### src/sv/ttrc_pkg.sv
// Package for the three-term recurrence checksum.
// Holds field widths, recurrence constants and the term-state struct.
// No dependencies.
package ttrc_pkg;

  localparam int unsigned BYTE_W  = 8;
  localparam int unsigned TERM_W  = 16;
  localparam int unsigned INDEX_W = 8;

  // Recurrence constants
  localparam logic [BYTE_W-1:0]  FIRST_OFFSET = 8'd7;
  localparam logic [INDEX_W-1:0] ALPHA_MUL    = 8'd17;
  localparam logic [INDEX_W-1:0] BETA_MUL     = 8'd31;
  localparam logic [TERM_W-1:0]  MOD_VALUE    = 16'hFFFF;
  localparam logic [TERM_W-1:0]  OLDER_INIT   = 16'd1;

  // Running state of one message
  typedef struct packed {
    logic [TERM_W-1:0]  older;
    logic [TERM_W-1:0]  newer;
    logic [INDEX_W-1:0] index;
    logic               first;
  } ttrc_state_t;

  localparam ttrc_state_t STATE_INIT = '{
    older: OLDER_INIT,
    newer: '0,
    index: '0,
    first: 1'b1
  };

endpackage

### src/sv/ttrc_step.sv
// Combinational next-state logic: one recurrence step for one byte.
// Depends on ttrc_pkg for widths, constants and ttrc_state_t.
module ttrc_step
  import ttrc_pkg::*;
(
  input  logic [BYTE_W-1:0] data_byte,
  input  logic              last_byte,
  input  ttrc_state_t       state_cur,
  output ttrc_state_t       state_nxt,
  output logic [TERM_W-1:0] checksum
);

  logic [2*INDEX_W-1:0] alpha_full;
  logic [2*INDEX_W-1:0] beta_full;
  logic [INDEX_W-1:0]   alpha;
  logic [INDEX_W-1:0]   beta;
  logic [BYTE_W:0]      coef_a;
  logic [BYTE_W+TERM_W:0]   prod_a;
  logic [INDEX_W+TERM_W-1:0] prod_b;
  logic                 a_ge_b;
  logic [BYTE_W+TERM_W:0]   mag;
  logic [TERM_W:0]      fold;
  logic [TERM_W-1:0]    red;
  logic [TERM_W-1:0]    term;
  logic [TERM_W-1:0]    newer_upd;

  // Index coefficients, mod 256
  assign alpha_full = state_cur.index * ALPHA_MUL;
  assign beta_full  = state_cur.index * BETA_MUL;
  assign alpha      = alpha_full[INDEX_W-1:0];
  assign beta       = beta_full[INDEX_W-1:0];

  // The two products
  assign coef_a = {1'b0, data_byte} + {1'b0, alpha};
  assign prod_a = coef_a * state_cur.newer;
  assign prod_b = beta * state_cur.older;
  assign a_ge_b = prod_a >= {1'b0, prod_b};

  // Magnitude: a-b, or b-a-1 when negative (2^64 wrap adds one)
  assign mag = a_ge_b ? (prod_a - {1'b0, prod_b})
                      : ({1'b0, prod_b} - prod_a - 1'b1);

  // Mod 65535 by end-around fold, then one conditional subtract
  assign fold = {1'b0, mag[TERM_W-1:0]}
              + {{(TERM_W-BYTE_W){1'b0}}, mag[BYTE_W+TERM_W:TERM_W]};
  assign red  = (fold >= {1'b0, MOD_VALUE}) ? TERM_W'(fold - {1'b0, MOD_VALUE})
                                            : fold[TERM_W-1:0];

  // Negative difference maps to the additive inverse
  always_comb begin
    if (a_ge_b) begin
      term = red;
    end else if (red == '0) begin
      term = '0;
    end else begin
      term = MOD_VALUE - red;
    end
  end

  // State update
  always_comb begin
    if (state_cur.first) begin
      newer_upd = TERM_W'(data_byte) + TERM_W'(FIRST_OFFSET);
    end else begin
      newer_upd = term;
    end
    checksum = newer_upd;
    if (last_byte) begin
      state_nxt = STATE_INIT;
    end else if (state_cur.first) begin
      state_nxt.older = OLDER_INIT;
      state_nxt.newer = newer_upd;
      state_nxt.index = INDEX_W'(1);
      state_nxt.first = 1'b0;
    end else begin
      state_nxt.older = state_cur.newer;
      state_nxt.newer = newer_upd;
      state_nxt.index = state_cur.index + 1'b1;
      state_nxt.first = 1'b0;
    end
  end

endmodule

### config.mk
export PLATFORM = sky130hd
export DESIGN_NAME = ttrc_step
export DESIGN_NICKNAME = d
export VERILOG_FILES = /design/src/sv/ttrc_pkg.sv /design/src/sv/ttrc_step.sv
export SDC_FILE = /design/constraint.sdc
export NUM_CORES = 1
export LEC_CHECK = 0
export BUFFER_PORTS_ARGS = -buffer_cell sky130_fd_sc_hd__buf_2
export CORE_MARGIN = 2
export CORE_UTILIZATION = 40
export DETAILED_ROUTE_END_ITERATION = 16
export GPL_ROUTABILITY_DRIVEN = 0
export PLACE_DENSITY = 0.62
export RECOVER_POWER = 100
export SLEW_MARGIN = 15
export SYNTH_ARGS = -nofsm -noshare
export SYNTH_HDL_FRONTEND = slang
export SYNTH_SLANG_ARGS = --single-unit
### constraint.sdc
create_clock -name vclk -period 21.1
set_clock_uncertainty 0.05 [all_clocks]
set_input_delay 3.165 -clock vclk [all_inputs]
set_output_delay 3.165 -clock vclk [all_outputs]
set_load 0.05 [all_outputs]
# After elaboration in Yosys (flattened, before gate mapping)
# Cells that the tools add are included.
[word_totals]
wordCells = 23
regBits = 0
output_inout_bits = 57
in_bits = 50
[classes]
mul = 4
reduce_logical = 1
n_mux = 7
addsub = 9
magnitude_cmp = 2
[ops]
columns = ["operator", "n"]
rows = [
  ["41-bit 2-to-1 mux", 2],
  ["16-bit 2-to-1 mux", 4],
  ["25-bit by 24-bit greater-or-equal comparator with 1-bit output", 1],
  ["9-bit by 16-bit multiplier with 25-bit output", 1],
  ["25-bit 2-to-1 mux", 1],
  ["24-bit by 25-bit subtractor with 25-bit output", 1],
  ["25-bit by 1-bit subtractor with 25-bit output (second input constant)", 1],
  ["25-bit by 24-bit subtractor with 25-bit output", 1],
  ["8-bit by 16-bit multiplier with 24-bit output", 1],
  ["16-bit by 9-bit adder with 17-bit output", 1],
  ["17-bit by 16-bit greater-or-equal comparator with 1-bit output (second input constant)", 1],
  ["16-bit zero test", 1],
  ["8-bit by 5-bit multiplier with 8-bit output (second input constant)", 2],
  ["16-bit subtractor (first input constant)", 1],
  ["16-bit subtractor (second input constant)", 1],
  ["8-bit by 3-bit adder with 9-bit output (second input constant)", 1],
  ["8-bit by 8-bit adder with 9-bit output", 1],
  ["8-bit by 1-bit adder with 8-bit output (second input constant)", 1],
]

# Logic depth before layout (Yosys ltp)
# Gate-level depths: netlist of run 1.
[logic_depth]
ltp_word = 15
mapped_depth = 64
depth_no_buf = 59

# Worst setup path after synthesis of run 1
# Ideal clock, no wire load.
[synth_path]
kind = "input port to output port"
from = "input port state_cur[1] (netlist bit)"
to = "output port checksum[1]"
required_ns = 17.885
stages = 59
path_buffers = 6
slack_ns = 0.597
t_arrival_ns = 17.288
cell_sequence = "fa_1 -> inv_1 -> fa_1 -> fa_1 -> maj3_1 -> o21bai_1 -> a21oi_1 -> xnor2_1 -> clkbuf_1 -> and2_1 -> fa_1 -> inv_1 -> fa_1 -> inv_1 -> fa_1 -> inv_1 -> fa_1 -> inv_1 -> [23 not listed] -> xnor2_1 -> ha_1 -> fa_1 -> a21o_1 -> a21oi_1 -> o21bai_1 -> a21oi_1 -> xnor2_1 -> nand3_1 -> or3b_1 -> a21oi_1 -> nand3_2 -> a21oi_4 -> or2_1 -> clkbuf_1 -> mux2i_1 -> mux2i_1 -> a211oi_1"
[synth_between]
elab_chain_cells = 13
word_cells_on_any_way = 19
classes_between = "7 x add/sub; 4 x mul; 2 x order compare; 5 x mux; 1 x reduce/logical"
[synth_lines]
columns = ["element", "line", "text"]
rows = [
  ["start: declaration", "ttrc_step.sv:8", "input ttrc_state_t state_cur,"],
  ["8-bit by 5-bit multiplier with 8-bit output", "ttrc_step.sv:28", "assign alpha_full = state_cur.index * ALPHA_MUL;"],
  ["8-bit by 8-bit adder with 9-bit output", "ttrc_step.sv:34", "assign coef_a = {1'b0, data_byte} + {1'b0, alpha};"],
  ["9-bit by 16-bit multiplier with 25-bit output", "ttrc_step.sv:35", "assign prod_a = coef_a * state_cur.newer;"],
  ["24-bit by 25-bit subtractor with 25-bit output", "ttrc_step.sv:41", ": ({1'b0, prod_b} - prod_a - 1'b1);"],
  ["25-bit by 1-bit subtractor with 25-bit output", "ttrc_step.sv:41", ""],
  ["25-bit 2-to-1 mux", "ttrc_step.sv:40", "assign mag = a_ge_b ? (prod_a - {1'b0, prod_b})"],
  ["16-bit by 9-bit adder with 17-bit output", "ttrc_step.sv:45", "+ {{(TERM_W-BYTE_W){1'b0}}, mag[BYTE_W+TERM_W:TERM_W]};"],
  ["16-bit subtractor / 17-bit by 16-bit greater-or-equal comparator with 1-bit output (equally long branches)", "ttrc_step.sv:46", "assign red = (fold >= {1'b0, MOD_VALUE}) ? TERM_W'(fold - {1'b0, MOD_VALUE})"],
  ["16-bit 2-to-1 mux", "ttrc_step.sv:46", ""],
  ["16-bit subtractor / 16-bit zero test (equally long branches)", "ttrc_step.sv:56, ttrc_step.sv:53", ""],
  ["16-bit 2-to-1 mux", "ttrc_step.sv:53", "end else if (red == '0) begin"],
  ["16-bit 2-to-1 mux *", "ttrc_step.sv:51", "if (a_ge_b) begin"],
  ["16-bit 2-to-1 mux *", "ttrc_step.sv:62", "if (state_cur.first) begin"],
  ["end: declaration", "ttrc_step.sv:10", "output logic [TERM_W-1:0] checksum"],
]
# Mark *: on every way between the ends. The rest lies on a longest branch, timed or not.

==> flow_summary.json, run 1 <==
{
  "first_pass_iters": 5,
  "seq_cells": 0,
  "crit_slowest_cell": "fa_1",
  "start_util": 0.404,
  "wire_per_inst_um": 17.0,
  "maxSlewHeadroom": 0.383,
  "nClkBuffers": 0,
  "arrival_ps": 16910,
  "critical_path.startpoint_type": "input pin",
  "syn_inst": 1812,
  "path_depth": 59,
  "synth.cell_area_um2": 14300,
  "yosysTopAreaCell": "fa_1",
  "cts_hold_buf": 0,
  "worst_pin_slew_ps": 925,
  "postRouteAntennaNets": 0,
  "drive_gt1_frac": 0.0880,
  "grt_pass1_wl_mm": 64.6,
  "crit_buf_inv": 10,
  "drt_first_iter_violations": 649,
  "die-area_um2": 37300,
  "drt-met1-wl_mm": 18.2,
  "path_delay_family": "adder cells",
  "yosys_warnings": 0,
  "yosysUniqueCellTypes": 98,
  "status": "completed",
  "finalSetupViolations": 0,
  "met3_length_mm": 2.22,
  "grt.total_usage": 0.216,
  "fmax_ghz": 0.0497,
  "portBuffers": 107,
  "syn_to_final_growth_pct": 7.17,
  "drv_slew": 0,
  "worstPathMaxFanout": 24,
  "cpPeakStageDelay_ps": 550,
  "whs_path_depth": 2,
  "hpwl_mm": 33.4,
  "finalHoldViolations": 0,
  "highest_layer": "met4",
  "wl_met2_mm": 18.2,
  "avgViaCountPerCell": 5.42,
  "synth.most_common_cell": "inv_1",
  "timing.critical_path.mode_cell": "fa_1",
  "nNetsFinal": 2292,
  "synth_top_area_share": 0.276,
  "grt_pass1_vias": 12400,
  "io_pins": 107,
  "final_area_um2": 15300,
  "route.detailed.drc": 0,
  "dpl_cell_area_um2": 15200,
  "rows": 69,
  "overflow": 0,
  "synth_common_cells": "inv_1 (290), nand2_1 (210), fa_1 (197), ha_1 (169), and2_1 (152)",
  "setup.worst_path.class": "input pin to output port",
  "coreArea_um2": 35400,
  "end_kind": "output port",
  "syn_nets": 2228,
  "worst_slack_ps": 979,
  "ys_seq_area_frac": 0,
  "antenna_found_initial": 0,
  "period_share": 0.954,
  "required_ps": 17890,
  "dpl_worst_slack_ps": 416,
  "synth_area_per_cell_um2": 7.89,
  "synthTopCellsByArea": "fa_1 (28%), ha_1 (15%), inv_1 (7.6%)",
  "vias": 12600,
  "min_path_type": "input pin to output port",
  "regArea_um2": 0,
  "min_period_ps": 20120,
  "maxCapViolCount": 0,
  "die_w_um": 193,
  "drt_wl_total_mm": 39.8,
  "die_height_um": 193,
  "grt_start_max_net_pins": 25,
  "diodes": 0
}
[metrics by stage]
stage,std cells,TNS [ps],hold WS [ps],util
floorplan,1812,0,6370,-
global placement,2330,0,6720,0.430
detailed placement,2330,0,6710,0.430
CTS,2330,0,6710,0.430
global route,2335,-111,6820,0.433
finish,2335,0,6800,0.433
[area by class of cell]
| class | instances | area, µm² |
|---|---|---|
| multi-input cells | 1453 | 12900 |
| repair buffers | 130 | 699 |
| well taps | 461 | 577 |
| fillers | 3664 | 20100 |
| inverters | 291 | 1090 |
[metal layers]
layer,vias to the layer above,GRT usage
li1,6046,-
met3,57,0.00995
met4,0,0.0542
met2,418,0.364
met5,-,0
met1,6124,0.303
[logic make-up (layout without fill, tap and decap cells)]
kind of cell / Yosys count / count (layout) / synth area share
buffers and inverters: 359 / 421 / 0.0980
multiplexers: 24 / 24 / 0.0180
XOR/XNOR: 119 / 119 / 0.0748
AND/OR/NAND/NOR: 594 / 594 / 0.210
adder cells (fa/ha/maj): 367 / 367 / 0.425
AO/OA/AOI/OAI: 349 / 349 / 0.174
[path summary, 6_finish.rpt]
check                   startpoint            end  slack [ps]
worst min-delay path     last_byte   state_nxt[0]        6800
worst max-delay path  state_cur[2]  state_nxt[14]         980
[cell usage in the layout, fill, tap and decap left out, drive strengths merged, types with 28 or more instances in the layout]
cell / n
inv: 290
nand2: 210
fa: 197
ha: 169
and2: 152
buf: 102
a21oi: 98
xnor2: 80
nor2: 77
o21ai: 53
xor2: 39
a21o: 34
nand3: 31
o21bai: 28
clkbuf: 28
[timing repair]
action / in CTS / in global routing
buffers inserted: 0 / 5
gates resized for setup: 0 / 12
endpoints found under the setup margin: 0 / 32
Power of run 1 is not shown: default switching activity piles up to over one toggle a cycle in this logic, so the estimate is an artifact.
==> run 2, diff against run 1 <==
Settings changed: CORE_UTILIZATION 40 to 33, PLACE_DENSITY 0.62 to 0.56.
==> flow_summary.json, run 2 (synthesis gave the netlist of run 1 again) <==
{
  "status": "completed",
  "worstPathMaxFanout": 16,
  "seq_cells": 0,
  "grt_start_max_net_pins": 25,
  "crit_start": "state_cur[2]",
  "syn_to_final_growth_pct": 8.28,
  "min_path_type": "input pin to output port",
  "finalHoldViolations": 0,
  "rsz0062_at_grt": "no",
  "period_share": 0.953,
  "first_pass_iters": 5,
  "end_kind": "output port",
  "start_util": 0.333,
  "die-area_um2": 45000,
  "coreArea_um2": 42900,
  "vias": 12600,
  "arrival_ps": 16900,
  "grt.total_usage": 0.185,
  "hp-start": "state_cur[20]",
  "route.detailed.drc": 0,
  "grt_pass1_wl_mm": 67.2,
  "regArea_um2": 0,
  "diodes": 0,
  "drive_gt1_frac": 0.0891,
  "setup_tns_ps": 0,
  "postRouteAntennaNets": 0,
  "final_cell_mix": "inv_1 (290), nand2_1 (210), fa_1 (197), ha_1 (169), and2_1 (152)",
  "io_pins": 107,
  "maxCapViolCount": 0,
  "drv_slew": 0,
  "cpPeakStageDelay_ps": 550,
  "rows": 76,
  "portBuffers": 107,
  "finalSetupViolations": 0,
  "maxSlewHeadroom": 0.283,
  "crit_slowest_cell": "fa_1",
  "drt_first_iter_violations": 924,
  "hpwl_mm": 34.6,
  "fmax_ghz": 0.0497,
  "final_common_cell": "inv_1",
  "critical_path.startpoint_type": "input pin",
  "overflow": 0,
  "wire_per_inst_um": 16.6,
  "worst_pin_slew_ps": 1070,
  "min_period_ps": 20110,
  "avgViaCountPerCell": 5.11,
  "setup.worst_path.class": "input pin to output port",
  "fillers": 4573,
  "multiInputGateArea_um2": 13000,
  "timing.critical_path.mode_cell": "fa_1",
  "antenna_found_initial": 1,
  "nClkBuffers": 0,
  "die_w_um": 212,
  "grt_pass1_vias": 12900,
  "nNetsFinal": 2292,
  "required_ps": 17890,
  "die_height_um": 212,
  "drt_wl_total_mm": 40.8
}
run 2: final timing paths:
kind,to,slack (ps),cells past startpoint
worst max-delay path,checksum[3],990,59
worst min-delay path,state_nxt[36],6810,3
run 2: worst max-delay path: cells and delay by family:
family / cells / cell delay, ps
and+or+nand+nor: 9 / 1740
buffers and inverters: 9 / 1050
adders and majority gates: 12 / 5330
muxes: 1 / 270
xor gates and xnor gates: 4 / 720
AOI/OAI and AO/OA: 24 / 4600
run 2: area by class of cell:
cell class                      instances  share of cell area
Inverter                              291              0.0706
Multi-Input combinational cell       1453               0.837
Tap cell                              585              0.0473
Timing Repair Buffer                  130              0.0449
run 2: metrics by stage:
step / cell area [µm²] / hold WS [ps] / instances / utilization / worst slack (ps)
finish: 15500 / 6810 / 2459 / 0.361 / 990
global placement: 15400 / 6760 / 2456 / 0.359 / 830
global route: 15500 / 6830 / 2459 / 0.361 / 13.0
floorplan: 14300 / 6370 / 1812 / - / 597
detailed placement: 15400 / 6760 / 2456 / 0.359 / 483
CTS: 15400 / 6760 / 2456 / 0.359 / 464
run 2: timing repair:
item,CTS,global route
buffers inserted,0,3
gates resized for setup,0,13
endpoints found under the setup margin,0,32
hold buffers,0,0
run 2: per-layer routing:
metal / GRT usage / vias up / wire, µm
met5: 0 / - / 13
met4: 0.0488 / 2 / 1230
met3: 0.0188 / 48 / 2050
met2: 0.310 / 312 / 18700
met1: 0.254 / 6161 / 18700
li1: - / 6052 / -
Power of run 2 is left out for the same reason.
==> run 3, diff against run 2 <==
--- a/config.mk
+++ b/config.mk
@@ -7,2 +7,3 @@
 export LEC_CHECK = 0
+export ABC_CLOCK_PERIOD_IN_PS = 21100
 export BUFFER_PORTS_ARGS = -buffer_cell sky130_fd_sc_hd__buf_2
==> constraint.sdc (replaced) <==
create_clock -name vclk -period 21.1
set_clock_uncertainty 0.05 [all_clocks]
set_input_delay 1.055 -clock vclk [all_inputs]
set_output_delay 1.055 -clock vclk [all_outputs]
set_load 0.05 [all_outputs]
==> flow_summary.json, run 3 (synthesis gave the netlist of run 1 again) <==
{
  "status": "completed",
  "seq_cells": 0,
  "final_cell_mix": "inv_1 (290), nand2_1 (210), fa_1 (197), ha_1 (169), and2_1 (152)",
  "start_util": 0.333,
  "critical_path.startpoint_type": "input pin",
  "io_pins": 107,
  "grt_start_max_net_pins": 25,
  "fillers": 4559,
  "maxSlewHeadroom": 0.114,
  "drt_first_iter_violations": 885,
  "wire_per_inst_um": 16.7,
  "worstPathMaxFanout": 24,
  "diodes": 0,
  "hp-start": "state_cur[12]",
  "grt.total_usage": 0.185,
  "nClkBuffers": 0,
  "crit_start": "state_cur[1]",
  "rsz0062_at_grt": "no",
  "rows": 76,
  "end_kind": "output port",
  "final_common_cell": "inv_1",
  "die_height_um": 212,
  "drt-met1-wl_mm": 18.7,
  "arrival_ps": 17120,
  "grt_pass1_wl_mm": 67.3,
  "avgViaCountPerCell": 5.14,
  "die_w_um": 212,
  "crit_slowest_cell": "clkbuf_1",
  "required_ps": 20000,
  "highest_layer": "met4",
  "finalSetupViolations": 0,
  "hpwl_mm": 34.5,
  "overflow": 0,
  "fmax_ghz": 0.0549,
  "setup_tns_ps": 0,
  "multiInputGateArea_um2": 12900,
  "regArea_um2": 0,
  "post_cts_resized": 0,
  "portBuffers": 107,
  "drt_wl_total_mm": 40.8,
  "first_pass_iters": 5,
  "worst_pin_slew_ps": 1330,
  "met3_length_mm": 2.04,
  "maxCapViolCount": 0,
  "postRouteAntennaNets": 0,
  "finalHoldViolations": 0,
  "drive_gt1_frac": 0.0644,
  "die-area_um2": 45000,
  "grt_pass1_vias": 12800,
  "postCtsSetupRepairBufs": 0,
  "cpPeakStageDelay_ps": 940,
  "min_path_type": "input pin to output port",
  "antenna_found_initial": 1,
  "coreArea_um2": 42900,
  "nNetsFinal": 2281,
  "min_period_ps": 18230,
  "drv_slew": 0,
  "period_share": 0.864,
  "wl_met2_mm": 18.8,
  "cts_hold_buf": 0,
  "syn_to_final_growth_pct": 6.92,
  "vias": 12600,
  "route.detailed.drc": 0,
  "setup.worst_path.class": "input pin to output port"
}
run 3: cell count changes in the layout (fill, tap and decap cells not counted), moves of 2 or more:
cell	delta
o41ai_1	+2
buf_2	-5
clkbuf_2	-22
buf_4	-9
a21oi_1	+2
clkbuf_1	+28
o41ai_2	-2
a21oi_2	-2
nand3_1	+2
run 3: metal layers:
layer | GRT usage | vias up
li1 | - | 6029
met1 | 0.253 | 6163
met2 | 0.310 | 323
met3 | 0.0194 | 56
met4 | 0.0505 | 0
met5 | 0 | -
run 3: cell type report:
type               count  share of cell area
inverters            291              0.0715
multi-input cells   1453               0.844
well taps            585              0.0479
repair buffers       119              0.0365
run 3: worst max-delay path, delay by kind of cell:
family / cells / cell delay, ps
AND/OR/NAND/NOR: 9 / 2360
adder cells (fa/ha/maj): 11 / 5020
AO/OA/AOI/OAI: 24 / 5050
buffers and inverters: 8 / 1910
XOR/XNOR: 4 / 700
multiplexers: 2 / 1010
run 3: final timing paths:
| check | cells after the start | endpoint | slack, ps |
|---|---|---|---|
| worst max-delay path | 58 | state_nxt[14] | 2870 |
| worst min-delay path | 3 | state_nxt[28] | 2590 |
run 3: per-stage QoR:
step	cell area [µm²]	instances	utilization	hold WS [ps]	setup slack, ps
after floorplan	14300	1812	-	2150	4820
after global placement	15400	2448	0.358	2510	4520
after detailed placement	15400	2448	0.358	2520	4120
after CTS	15400	2448	0.358	2520	4060
after global routing	15300	2448	0.356	2600	1630
final	15300	2448	0.356	2590	2870
Power of run 3 is left out for the same reason.
